### src/design/bdcl_pkg.sv
package bdcl_pkg;

  localparam int BTN_W = 6;
  localparam int IDX_W = 3;
  localparam int THR_W = 8;
  localparam logic [THR_W-1:0] THR_RESET = 8'd5;

  typedef enum logic [1:0] {
    CMD_SAMPLE = 2'd0,
    CMD_READ   = 2'd1,
    CMD_CLEAR  = 2'd2,
    CMD_QUERY  = 2'd3
  } cmd_t;

  typedef logic [BTN_W-1:0] btn_vec_t;
  typedef logic [THR_W-1:0] thr_t;

  typedef struct packed {
    cmd_t             command;
    btn_vec_t         raw_buttons;
    logic [IDX_W-1:0] button_index;
  } req_t;

  typedef struct packed {
    logic     any_committed;
    btn_vec_t button_state;
    btn_vec_t change_mask;
    logic     int_pending;
    logic     selected_state;
  } rsp_t;

endpackage

### src/design/bdcl_chan_if.sv
interface bdcl_chan_if #(
  parameter type payload_t = logic
);
  logic     valid;
  logic     ready;
  payload_t data;

  modport source (output valid, output data, input ready);
  modport sink   (input valid, input data, output ready);
endinterface

### src/design/button_debounce_change_latch_unit.sv
// Debouncer for a vector of button levels with a change latch and interrupt flag.
// Channels:
//   req  - command words: sample raw levels, read packet, clear all, query one button.
//   rsp  - exactly one result word per command word, in order.
//   cfg  - write-only debounce threshold (stable samples before a change commits).
// Throughput: one word per cycle; all button counters update in parallel in the
// cycle the word is accepted, and the result goes into an output register.
// A skid register behind the output lets one more word in while rsp is stalled;
// req.ready drops only while both registers hold undelivered results.
// cfg.ready is always high; write the threshold only while the block is idle.
// Reset (rst, synchronous): live state, mask, interrupt flag, candidate and all
// counters go to zero, threshold goes to 5, both result registers empty.
module button_debounce_change_latch_unit #(
  parameter int BUTTON_COUNT = 6
) (
  input  logic        clk,
  input  logic        rst,
  bdcl_chan_if.sink   req,
  bdcl_chan_if.source rsp,
  bdcl_chan_if.sink   cfg
);

  localparam int W     = bdcl_pkg::BTN_W;
  localparam int LANES = (BUTTON_COUNT < W) ? BUTTON_COUNT : W;
  localparam logic [W-1:0] LANE_MASK = W'((1 << LANES) - 1);
  localparam int PAD_W = 2 ** bdcl_pkg::IDX_W;

  bdcl_pkg::thr_t     thr;
  bdcl_pkg::btn_vec_t live, live_next;
  bdcl_pkg::btn_vec_t latched, latched_next;
  bdcl_pkg::btn_vec_t pend, pend_next;
  bdcl_pkg::btn_vec_t cand, cand_next;
  logic               flag, flag_next;
  logic [bdcl_pkg::THR_W-1:0] cnt      [LANES];
  logic [bdcl_pkg::THR_W-1:0] cnt_next [LANES];
  logic [bdcl_pkg::THR_W:0]   sum;

  bdcl_pkg::btn_vec_t raw_m;
  logic [PAD_W-1:0]   live_pad;
  bdcl_pkg::rsp_t     res;
  bdcl_pkg::rsp_t     out_word, skid_word;
  logic               out_v, skid_v;
  logic               acc, pop;

  assign req.ready = !skid_v;
  assign acc       = req.valid && req.ready;
  assign pop       = out_v && rsp.ready;
  assign rsp.valid = out_v;
  assign rsp.data  = out_word;
  assign cfg.ready = 1'b1;

  assign raw_m    = req.data.raw_buttons & LANE_MASK;
  assign live_pad = PAD_W'(live);

  always_comb begin
    live_next    = live;
    latched_next = latched;
    pend_next    = pend;
    cand_next    = cand;
    flag_next    = flag;
    cnt_next     = cnt;
    sum          = '0;
    res          = '0;
    case (req.data.command)
      bdcl_pkg::CMD_SAMPLE: begin
        if (raw_m != cand) begin
          // new candidate: restart every counter, nothing counted this word
          cand_next = raw_m;
          for (int i = 0; i < LANES; i++) begin
            cnt_next[i] = '0;
          end
        end else begin
          for (int i = 0; i < LANES; i++) begin
            if (raw_m[i] != live[i]) begin
              sum = {1'b0, cnt[i]} + 9'd1;
              // threshold 0 behaves as 1
              if (sum >= {1'b0, thr}) begin
                live_next[i]      = raw_m[i];
                pend_next[i]      = 1'b1;
                flag_next         = 1'b1;
                cnt_next[i]       = '0;
                res.any_committed = 1'b1;
              end else begin
                cnt_next[i] = sum[bdcl_pkg::THR_W-1:0];
              end
            end else begin
              cnt_next[i] = '0;
            end
          end
        end
        res.button_state = live_next;
        res.change_mask  = pend_next;
      end
      bdcl_pkg::CMD_READ: begin
        latched_next     = live;
        res.button_state = latched_next;
        res.change_mask  = pend;
        pend_next        = '0;
        flag_next        = 1'b0;
      end
      bdcl_pkg::CMD_CLEAR: begin
        live_next    = '0;
        latched_next = '0;
        pend_next    = '0;
        flag_next    = 1'b0;
        for (int i = 0; i < LANES; i++) begin
          cnt_next[i] = '0;
        end
      end
      bdcl_pkg::CMD_QUERY: begin
        if ({1'b0, req.data.button_index} < (bdcl_pkg::IDX_W + 1)'(LANES)) begin
          res.selected_state = live_pad[req.data.button_index];
        end
        res.button_state = live;
        res.change_mask  = pend;
      end
      default: begin
        res.button_state = live;
        res.change_mask  = pend;
      end
    endcase
    res.int_pending = flag_next;
  end

  always_ff @(posedge clk) begin
    if (rst) begin
      live    <= '0;
      latched <= '0;
      pend    <= '0;
      cand    <= '0;
      flag    <= 1'b0;
      for (int i = 0; i < LANES; i++) begin
        cnt[i] <= '0;
      end
    end else if (acc) begin
      live    <= live_next;
      latched <= latched_next;
      pend    <= pend_next;
      cand    <= cand_next;
      flag    <= flag_next;
      cnt     <= cnt_next;
    end
  end

  always_ff @(posedge clk) begin
    if (rst) begin
      thr <= bdcl_pkg::THR_RESET;
    end else if (cfg.valid && cfg.ready) begin
      thr <= cfg.data;
    end
  end

  // output register plus skid word
  always_ff @(posedge clk) begin
    if (rst) begin
      out_v  <= 1'b0;
      skid_v <= 1'b0;
    end else if (pop) begin
      if (skid_v) begin
        skid_v <= 1'b0;
      end else if (!acc) begin
        out_v <= 1'b0;
      end
    end else if (acc) begin
      if (!out_v) begin
        out_v <= 1'b1;
      end else begin
        skid_v <= 1'b1;
      end
    end
  end

  always_ff @(posedge clk) begin
    if (pop) begin
      if (skid_v) begin
        out_word <= skid_word;
      end else if (acc) begin
        out_word <= res;
      end
    end else if (acc) begin
      if (!out_v) begin
        out_word <= res;
      end else begin
        skid_word <= res;
      end
    end
  end

`ifndef NO_ASSERTIONS
  a_skid_behind_out: assert property (@(posedge clk) disable iff (rst)
    skid_v |-> out_v)
    else $error("skid word held with empty output register");

  a_flag_tracks_mask: assert property (@(posedge clk) disable iff (rst)
    flag == (pend != '0))
    else $error("interrupt flag out of step with change mask");

  a_unused_lanes_zero: assert property (@(posedge clk) disable iff (rst)
    ((live | pend | cand) & ~LANE_MASK) == '0)
    else $error("state bit set for a button that does not exist");

  a_clear_result: assert property (@(posedge clk) disable iff (rst)
    (acc && req.data.command == bdcl_pkg::CMD_CLEAR)
      |=> (live == '0 && pend == '0 && !flag && cand == $past(cand)))
    else $error("clear left state behind or touched candidate");

  a_no_lost_word: assert property (@(posedge clk) disable iff (rst)
    (out_v && !rsp.ready) |=> out_v)
    else $error("undelivered result dropped");
`endif

endmodule

### src/flat_wrapper.sv
// flat-port wrapper written by rule: the top's interface ports become plain ports
module button_debounce_change_latch_unit_flat 
#(
  parameter int BUTTON_COUNT = 6
)
  (clk, rst, req_valid, req_data, req_ready, rsp_valid, rsp_data, rsp_ready, cfg_valid, cfg_data, cfg_ready);
  bdcl_chan_if #(.payload_t(bdcl_pkg::req_t)) req_i ();
  bdcl_chan_if #(.payload_t(bdcl_pkg::rsp_t)) rsp_i ();
  bdcl_chan_if #(.payload_t(bdcl_pkg::thr_t)) cfg_i ();
  input  logic clk;
  input  logic rst;
  input wire logic [$bits(req_i.valid)-1:0] req_valid;
  input wire logic [$bits(req_i.data)-1:0] req_data;
  output wire logic [$bits(req_i.ready)-1:0] req_ready;
  output wire logic [$bits(rsp_i.valid)-1:0] rsp_valid;
  output wire logic [$bits(rsp_i.data)-1:0] rsp_data;
  input wire logic [$bits(rsp_i.ready)-1:0] rsp_ready;
  input wire logic [$bits(cfg_i.valid)-1:0] cfg_valid;
  input wire logic [$bits(cfg_i.data)-1:0] cfg_data;
  output wire logic [$bits(cfg_i.ready)-1:0] cfg_ready;
  assign req_i.valid = req_valid;
  assign req_i.data = req_data;
  assign req_ready = req_i.ready;
  assign rsp_valid = rsp_i.valid;
  assign rsp_data = rsp_i.data;
  assign rsp_i.ready = rsp_ready;
  assign cfg_i.valid = cfg_valid;
  assign cfg_i.data = cfg_data;
  assign cfg_ready = cfg_i.ready;
  button_debounce_change_latch_unit #(.BUTTON_COUNT(BUTTON_COUNT)) u_core (.clk(clk), .rst(rst), .req(req_i), .rsp(rsp_i), .cfg(cfg_i));
endmodule
### config.mk
export PLATFORM = sky130hd
export DESIGN_NAME = button_debounce_change_latch_unit_flat
export DESIGN_NICKNAME = d
export VERILOG_FILES = /design/src/design/bdcl_pkg.sv /design/src/design/bdcl_chan_if.sv /design/src/design/button_debounce_change_latch_unit.sv /design/src/flat_wrapper.sv
export SDC_FILE = /design/constraint.sdc
export NUM_CORES = 1
export LEC_CHECK = 0
export BUFFER_PORTS_ARGS = -buffer_cell sky130_fd_sc_hd__buf_2
export CAP_MARGIN = 20
export CORE_UTILIZATION = 30
export DETAILED_ROUTE_END_ITERATION = 10
export PLACE_DENSITY = 0.44
export SLEW_MARGIN = 20
export SYNTH_ARGS = -nofsm -noshare
export SYNTH_HDL_FRONTEND = slang
export SYNTH_SLANG_ARGS = --single-unit
### constraint.sdc
create_clock -name clk -period 3.5 [get_ports clk]
set_clock_uncertainty 0.15 [all_clocks]
set_input_delay 0.875 -clock clk [delete_from_list [all_inputs] [get_ports clk]]
set_output_delay 0.875 -clock clk [all_outputs]
set_load 0.02 [all_outputs]
Word level (Yosys, flattened, before mapping)
Index checks and enable logic that the tools add are counted.
{ "totals": {"regBits": 107, "input_bits": 24, "output_inout_bits": 18, "elab_cells": 155} }
{ "op_classes": {"add_sub_neg": 6, "order_cmp": 8, "eq_ne": 13, "mux": 86, "bitwise": 1, "n_reduce_logical": 18} }
{ "ops": {"columns": ["op", "count"], "rows": [
  ["$mux W8", 12],
  ["$pmux W48 S2", 1],
  ["$mux W15", 5],
  ["$mux W1", 60],
  ["$add A8 B1 Y9 const B", 6],
  ["$ge A9 B8 Y1", 6],
  ["$mux W48", 1],
  ["$pmux W12 S2", 1],
  ["$pmux W6 S2", 2],
  ["$mux W6", 2],
  ["$reduce_and A3 Y1", 4],
  ["$reduce_bool A2 Y1", 4],
  ["$ne A1 B1 Y1", 6],
  ["$ne A2 B2 Y1 const B", 3],
  ["$ne A6 B6 Y1", 1],
  ["$reduce_and A2 Y1", 3],
  ["$reduce_or A2 Y1", 3],
  ["$eq A2 B2 Y1 const B", 2],
  ["$lt A3 B4 Y1 const B", 1],
  ["$bmux W1 S3", 1],
  ["$lt A3 B3 Y1 const B", 1],
  ["$eq A2 B1 Y1 const B", 1],
  ["$logic_and A1 B1 Y1", 2],
  ["$logic_not A2 Y1", 1],
  ["3 further kinds", 3]
]} }

Depth between registers and ports, before layout
{ "logic_depth": {"depth_word": 21, "ltp_mapped": 12, "depth_no_buf": 12} }

Least setup slack after synthesis
No wires, ideal clock.
{ "synth_timing": {"kind": "register -> register", "start": "register u_core.cnt[32] (netlist name)", "end": "register u_core.out_word (netlist bit u_core.rsp.data[9]), data pin", "setup_ps": 260, "arrival_ps": 2529, "t_required_ps": 3090, "path_slack_ps": 562, "stages_incl_launch_ff": 12, "path_buffers": 0, "period_less_slack_ps": 2938, "cell_sequence": "dfxtp_1 > ha_1 > and3_1 > and3_1 > xor2_1 > ha_1 > nand2_1 > or3_1 > a31oi_1 > nand3b_1 > a31oi_1 > mux2_2"} }
{ "synth_lines": {"columns": ["element", "line", "rtl"], "rows": [
  ["start: declaration", "button_debounce_change_latch_unit.sv:34", "logic [bdcl_pkg::THR_W-1:0] cnt [LANES];"],
  ["start signal: assignment", "button_debounce_change_latch_unit.sv:141", "cnt <= cnt_next;"],
  ["end signal: assignment", "button_debounce_change_latch_unit.sv:176", "out_word <= skid_word;"],
  ["end signal: assignment", "button_debounce_change_latch_unit.sv:178", "out_word <= res;"],
  ["end signal: assignment", "button_debounce_change_latch_unit.sv:182", "out_word <= res;"],
  ["end: declaration", "button_debounce_change_latch_unit.sv:41", "bdcl_pkg::rsp_t out_word, skid_word;"]
]} }

Worst setup path after layout
{ "layout_timing": {"start": "register u_core.cnt[8] (netlist name)", "end": "register u_core.out_word (netlist bit u_core.rsp.data[12]), data pin"} }
{ "layout_between": {"elab_chain_cells": 9, "elab_cells_between_ends": 11, "cone_classes": "1 x add/sub; 1 x order compare; 9 x mux"} }
{ "layout_rtl": {"columns": ["element", "line", "rtl"], "rows": [
  ["$add A8 B1 Y9 (*)", "button_debounce_change_latch_unit.sv:75", "sum = {1'b0, cnt[i]} + 9'd1;"],
  ["$ge A9 B8 Y1 (*)", "button_debounce_change_latch_unit.sv:77", "if (sum >= {1'b0, thr}) begin"],
  ["$mux W1 (*)", "button_debounce_change_latch_unit.sv:77", null],
  ["$mux W1 (*)", "button_debounce_change_latch_unit.sv:74", "if (raw_m[i] != live[i]) begin"],
  ["$mux W6 (*)", "button_debounce_change_latch_unit.sv:66", "if (raw_m != cand) begin"],
  ["$pmux W12 S2 (*)", "button_debounce_change_latch_unit.sv:64", "case (req.data.command)"],
  ["$mux W15, on equally long branches", "button_debounce_change_latch_unit.sv:181, button_debounce_change_latch_unit.sv:177", null],
  ["$mux W15, on equally long branches", "button_debounce_change_latch_unit.sv:180, button_debounce_change_latch_unit.sv:175", null],
  ["$mux W15 (*)", "button_debounce_change_latch_unit.sv:174", "if (pop) begin"]
]} }
Mark *: on every way between the ends. The rest lies on a longest branch, timed or not. The select of a mux whose other input is x is not followed.
A chain may end at the register's enable or synchronous reset.

==> summary.txt <==
Yosys
  – Number of flops mapped to enable cells by yosys: 30
  – Mean Syn Cell Area: around 9.5 um2
  – Area fraction of the dominant cell type after synthesis: 25.3%
  – Async SR Flop Fraction: 0%
  – Mapped Nets: 724
  – Dominant cell type by area after synthesis: dfxtp_1
  – Main area contributors after synthesis: dfxtp_1 (25%), edfxtp_1 (15%), ha_1 (12%)
  – Mapped cell area: ~6100 um2
  – Ys Warns: 0
  – Ys flop type: dfxtp_1
  – Yosys cell types: 53
  – Register area share after synthesis: 40.0%
  – FF+latch count, synth: approximately 110
  – Post-Synthesis Cells: between 600 and 700

Setup path
  – CP Cell Sequence: ha_1 > and4_1 > nand2_1 > xnor2_1 > ha_1 > nand2_1 > o31a_1 > a21oi_1 > o21ai_0 > a32oi_1 > o21ai_0
  – CP max FO: 4
  – WS Path Type: reg2reg
  – Reg-to-Reg Start: u_core.cnt[8]$_SDFFE_PP0P_
  – Worst EP required: around 3.5 ns
  – Crit path largest cell delay: 0.41 ns
  – Crit path launch type: flop
  – Critical-path top delay cell: dfxtp_1
  – Crit path capture type: flop
  – CP Launch Point: u_core.cnt[8]$_SDFFE_PP0P_
  – Top Family by Delay on Critical Path: compound AO/OA/AOI/OAI gates
  – Critical path buffers and inverters: 0
  – Worst Path Arrival: between 3 and 4 ns

STA
  – Final hold viol count: 0
  – Post-layout min period: 3.22 ns
  – Setup TNS: 0 ns
  – Crit share post-route: between 90 and 100%
  – Rel. slew slack: 51.0%
  – RSZ-0062 raised after global routing: no
  – Final setup viols: 0
  – Tightest Pin Transition: between 0.7 and 0.8 ns
  – FMAX: between 300 and 400 MHz
  – Pins Over Slew Limit: 0

Floorplanning
  – Starting Density: between 30% and 40%
  – Cell Rows: 51
  – Chip width: around 140 um
  – Num ports: 42
  – Core footprint: ~20000 um2
  – Die footprint: 20900 um2
  – Die H: about 140 um

Clock tree
  – CTS Buf Count: 9
  – Setup bufs post-CTS: 0
  – CTS tree: built
  – H-tree levels: 3
  – CTS Buffer Depth: 2
  – Reg clk slew, reported paths: ~0.070 ns
  – Root Buffer: clkbuf_16
  – Clock insertion delay at the later pin of the skew report: roughly 0.36 ns
  – Resized Gates After CTS: 0
  – Post-CTS Hold Fix Bufs: 0
  – Clock sink count: 107

GRT
  – First-pass GRT wire length: ~26 mm
  – Vias in the first global route: slightly below 5000
  – Total Routing Usage GR: approximately 16%
  – Largest net degree at the start of global routing: between 40 and 50
  – Initial antenna violation count: 0
  – Overflow after GRT: 0

Min path
  – Hold_sp: u_core.pend[4]$_SDFFE_PP0P_
  – HP Class: reg2reg

Run status
  – Status: finished, final reports clean

Finish
  – Layout area overhead: 14.4%
  – Antenna Cells: 0
  – Final nets: between 700 and 800
  – Post-route insts no fill: approximately 950
  – Share of cells above drive strength 1: between 10% and 20%
  – Final Util: between 30% and 40%

Placement
  – Post-DP HPWL: approximately 12 mm
  – Gpl congestion: between 0.8 and 0.9
  – Cells after DPL: around 940
  – Port bufs: 40

Route
  – DRT iter0 DRCs: 280
  – # DRC: 0
  – DRT antenna net count: 0
  – First-pass iteration count of the detailed router: 4
  – Via count: approximately 4900
  – Detailed-route wire length: about 16 mm
  – Routed len/inst: 16.4 um
  – Post-DR vias/cell: between 5 and 6

Pwr
  – Maximum vdd ir drop: around 0.23 mV
  – PwrDens: ~370 nW/um2
  – Pleak: roughly 2.9 nW

Job
  – Max-cap check violation count: 0
==> cell families after synthesis <==
group | after synthesis | share of synthesized area, %
muxes | 24 | 4.22
and+or+nand+nor | 206 | 16.3
adders and majority gates | 59 | 12.1
other | 1 | 0.0615
xor gates and xnor gates | 51 | 7.32
buffers and inverters | 42 | 2.85
DFF | 107 | 40.0
AOI/OAI and AO/OA | 151 | 17.1
==> stage by stage <==
| stage | power, mW | cell area [um2] | hold WS [ns] | worst slack, ns |
|---|---|---|---|---|
| finish | 2.60 | 6980 | 0.324 | 0.278 |
| global route | 2.72 | 6980 | 0.341 | 0.0443 |
| CTS | 2.63 | 6950 | 0.324 | 0.214 |
| detailed placement | 1.59 | 6660 | 0.310 | 0.233 |
| global placement | 1.58 | 6660 | 0.296 | 0.277 |
| floorplan | 1.49 | 6100 | 0.287 | 0.562 |
==> state kept, by name, summed over array words and instances (netlist names) <==
name,flops
u_core.cnt,48
u_core.rsp.valid,1
u_core.skid_v,1
u_core.cand,6
u_core.pend,6
u_core.live,6
u_core.skid_word,15
u_core.thr,8
u_core.rsp.data,15
u_core.flag,1
==> per-layer routing <==
layer	GRT usage [%]	part of all wire, %	vias up
li1	-	-	2436
met1	21.1	48	2328
met3	3.54	3.4	14
met4	3.60	1.2	0
met2	27.2	47	104
met5	0	0	-
==> worst paths after layout <==
check / to / slack (ns) / depth (start not counted)
worst max-delay path: u_core.rsp.data[12]$_DFFE_PP_ / 0.28 / 11
worst min-delay path: u_core.pend[4]$_SDFFE_PP0P_ / 0.32 / 2
worst max register to register: u_core.rsp.data[12]$_DFFE_PP_ / 0.28 / 11
worst min register to register: u_core.pend[4]$_SDFFE_PP0P_ / 0.32 / 2
==> report_power, final <==
group	switching, mW	leakage [nW]	internal, mW
sequential	0.0124	0.934	1.29
clock	0.485	0.139	0.556
combinational	0.173	1.79	0.0823
total	0.670	2.86	1.93
==> synth_stat cells (2+ instances only) <==
cell / count
nor2_1: 96
dfxtp_1: 77
ha_1: 59
a22oi_1: 43
nand2_1: 42
edfxtp_1: 30
nand3_1: 30
xor2_1: 27
a21oi_1: 25
xnor2_1: 24
clkbuf_1: 21
o21ai_0: 20
mux2i_1: 19
inv_1: 16
a31oi_1: 15
a32oi_1: 15
and3_1: 8
nand2b_1: 8
o31ai_1: 6
mux2_2: 4
a211oi_1: 3
a21o_1: 3
a41oi_1: 3
nand3b_1: 3
nor3_4: 3
nor3b_4: 3
o211ai_1: 3
o21a_1: 3
o22ai_1: 3
buf_4: 2
nand4_1: 2
nor2b_1: 2
o32a_1: 2
or3_1: 2
==> layout make-up <==
| cell class | instances | area (um2) |
|---|---|---|
| fill | 2034 | 12700 |
| multi-input combinational | 492 | 3520 |
| sequential | 107 | 2440 |
| tap | 265 | 332 |
| timing repair buffer | 57 | 328 |
| clock buffer | 10 | 229 |
| clock inverter | 6 | 66.3 |
| inverter | 16 | 60.1 |
==> worst register-to-register path, stage by stage, from the launching register on <==
cell and delay [ns]:
dfxtp_1 0.41, ha_1 0.23, and4_1 0.24, nand2_1 0.07, xnor2_1 0.16, ha_1 0.32
nand2_1 0.08, o31a_1 0.32, a21oi_1 0.27, o21ai_0 0.16, a32oi_1 0.39, o21ai_0 0.16
==> layout by cell type (no fill, tap or decap), types with 4 or more instances in the layout <==
cell,instances
nand2_1,42
mux2i_1,19
dfxtp_1,77
buf_2,40
edfxtp_1,30
nand2b_1,8
a32oi_1,15
xnor2_1,24
clkbuf_16,9
inv_1,16
o21ai_0,19
a21oi_1,24
and3_1,8
a31oi_1,15
xor2_1,27
buf_4,17
a22oi_1,43
o31ai_1,6
ha_1,59
nor2_1,96
mux2_2,4
nand3_1,30
No activity file was read; power rests on OpenSTA's default activity.
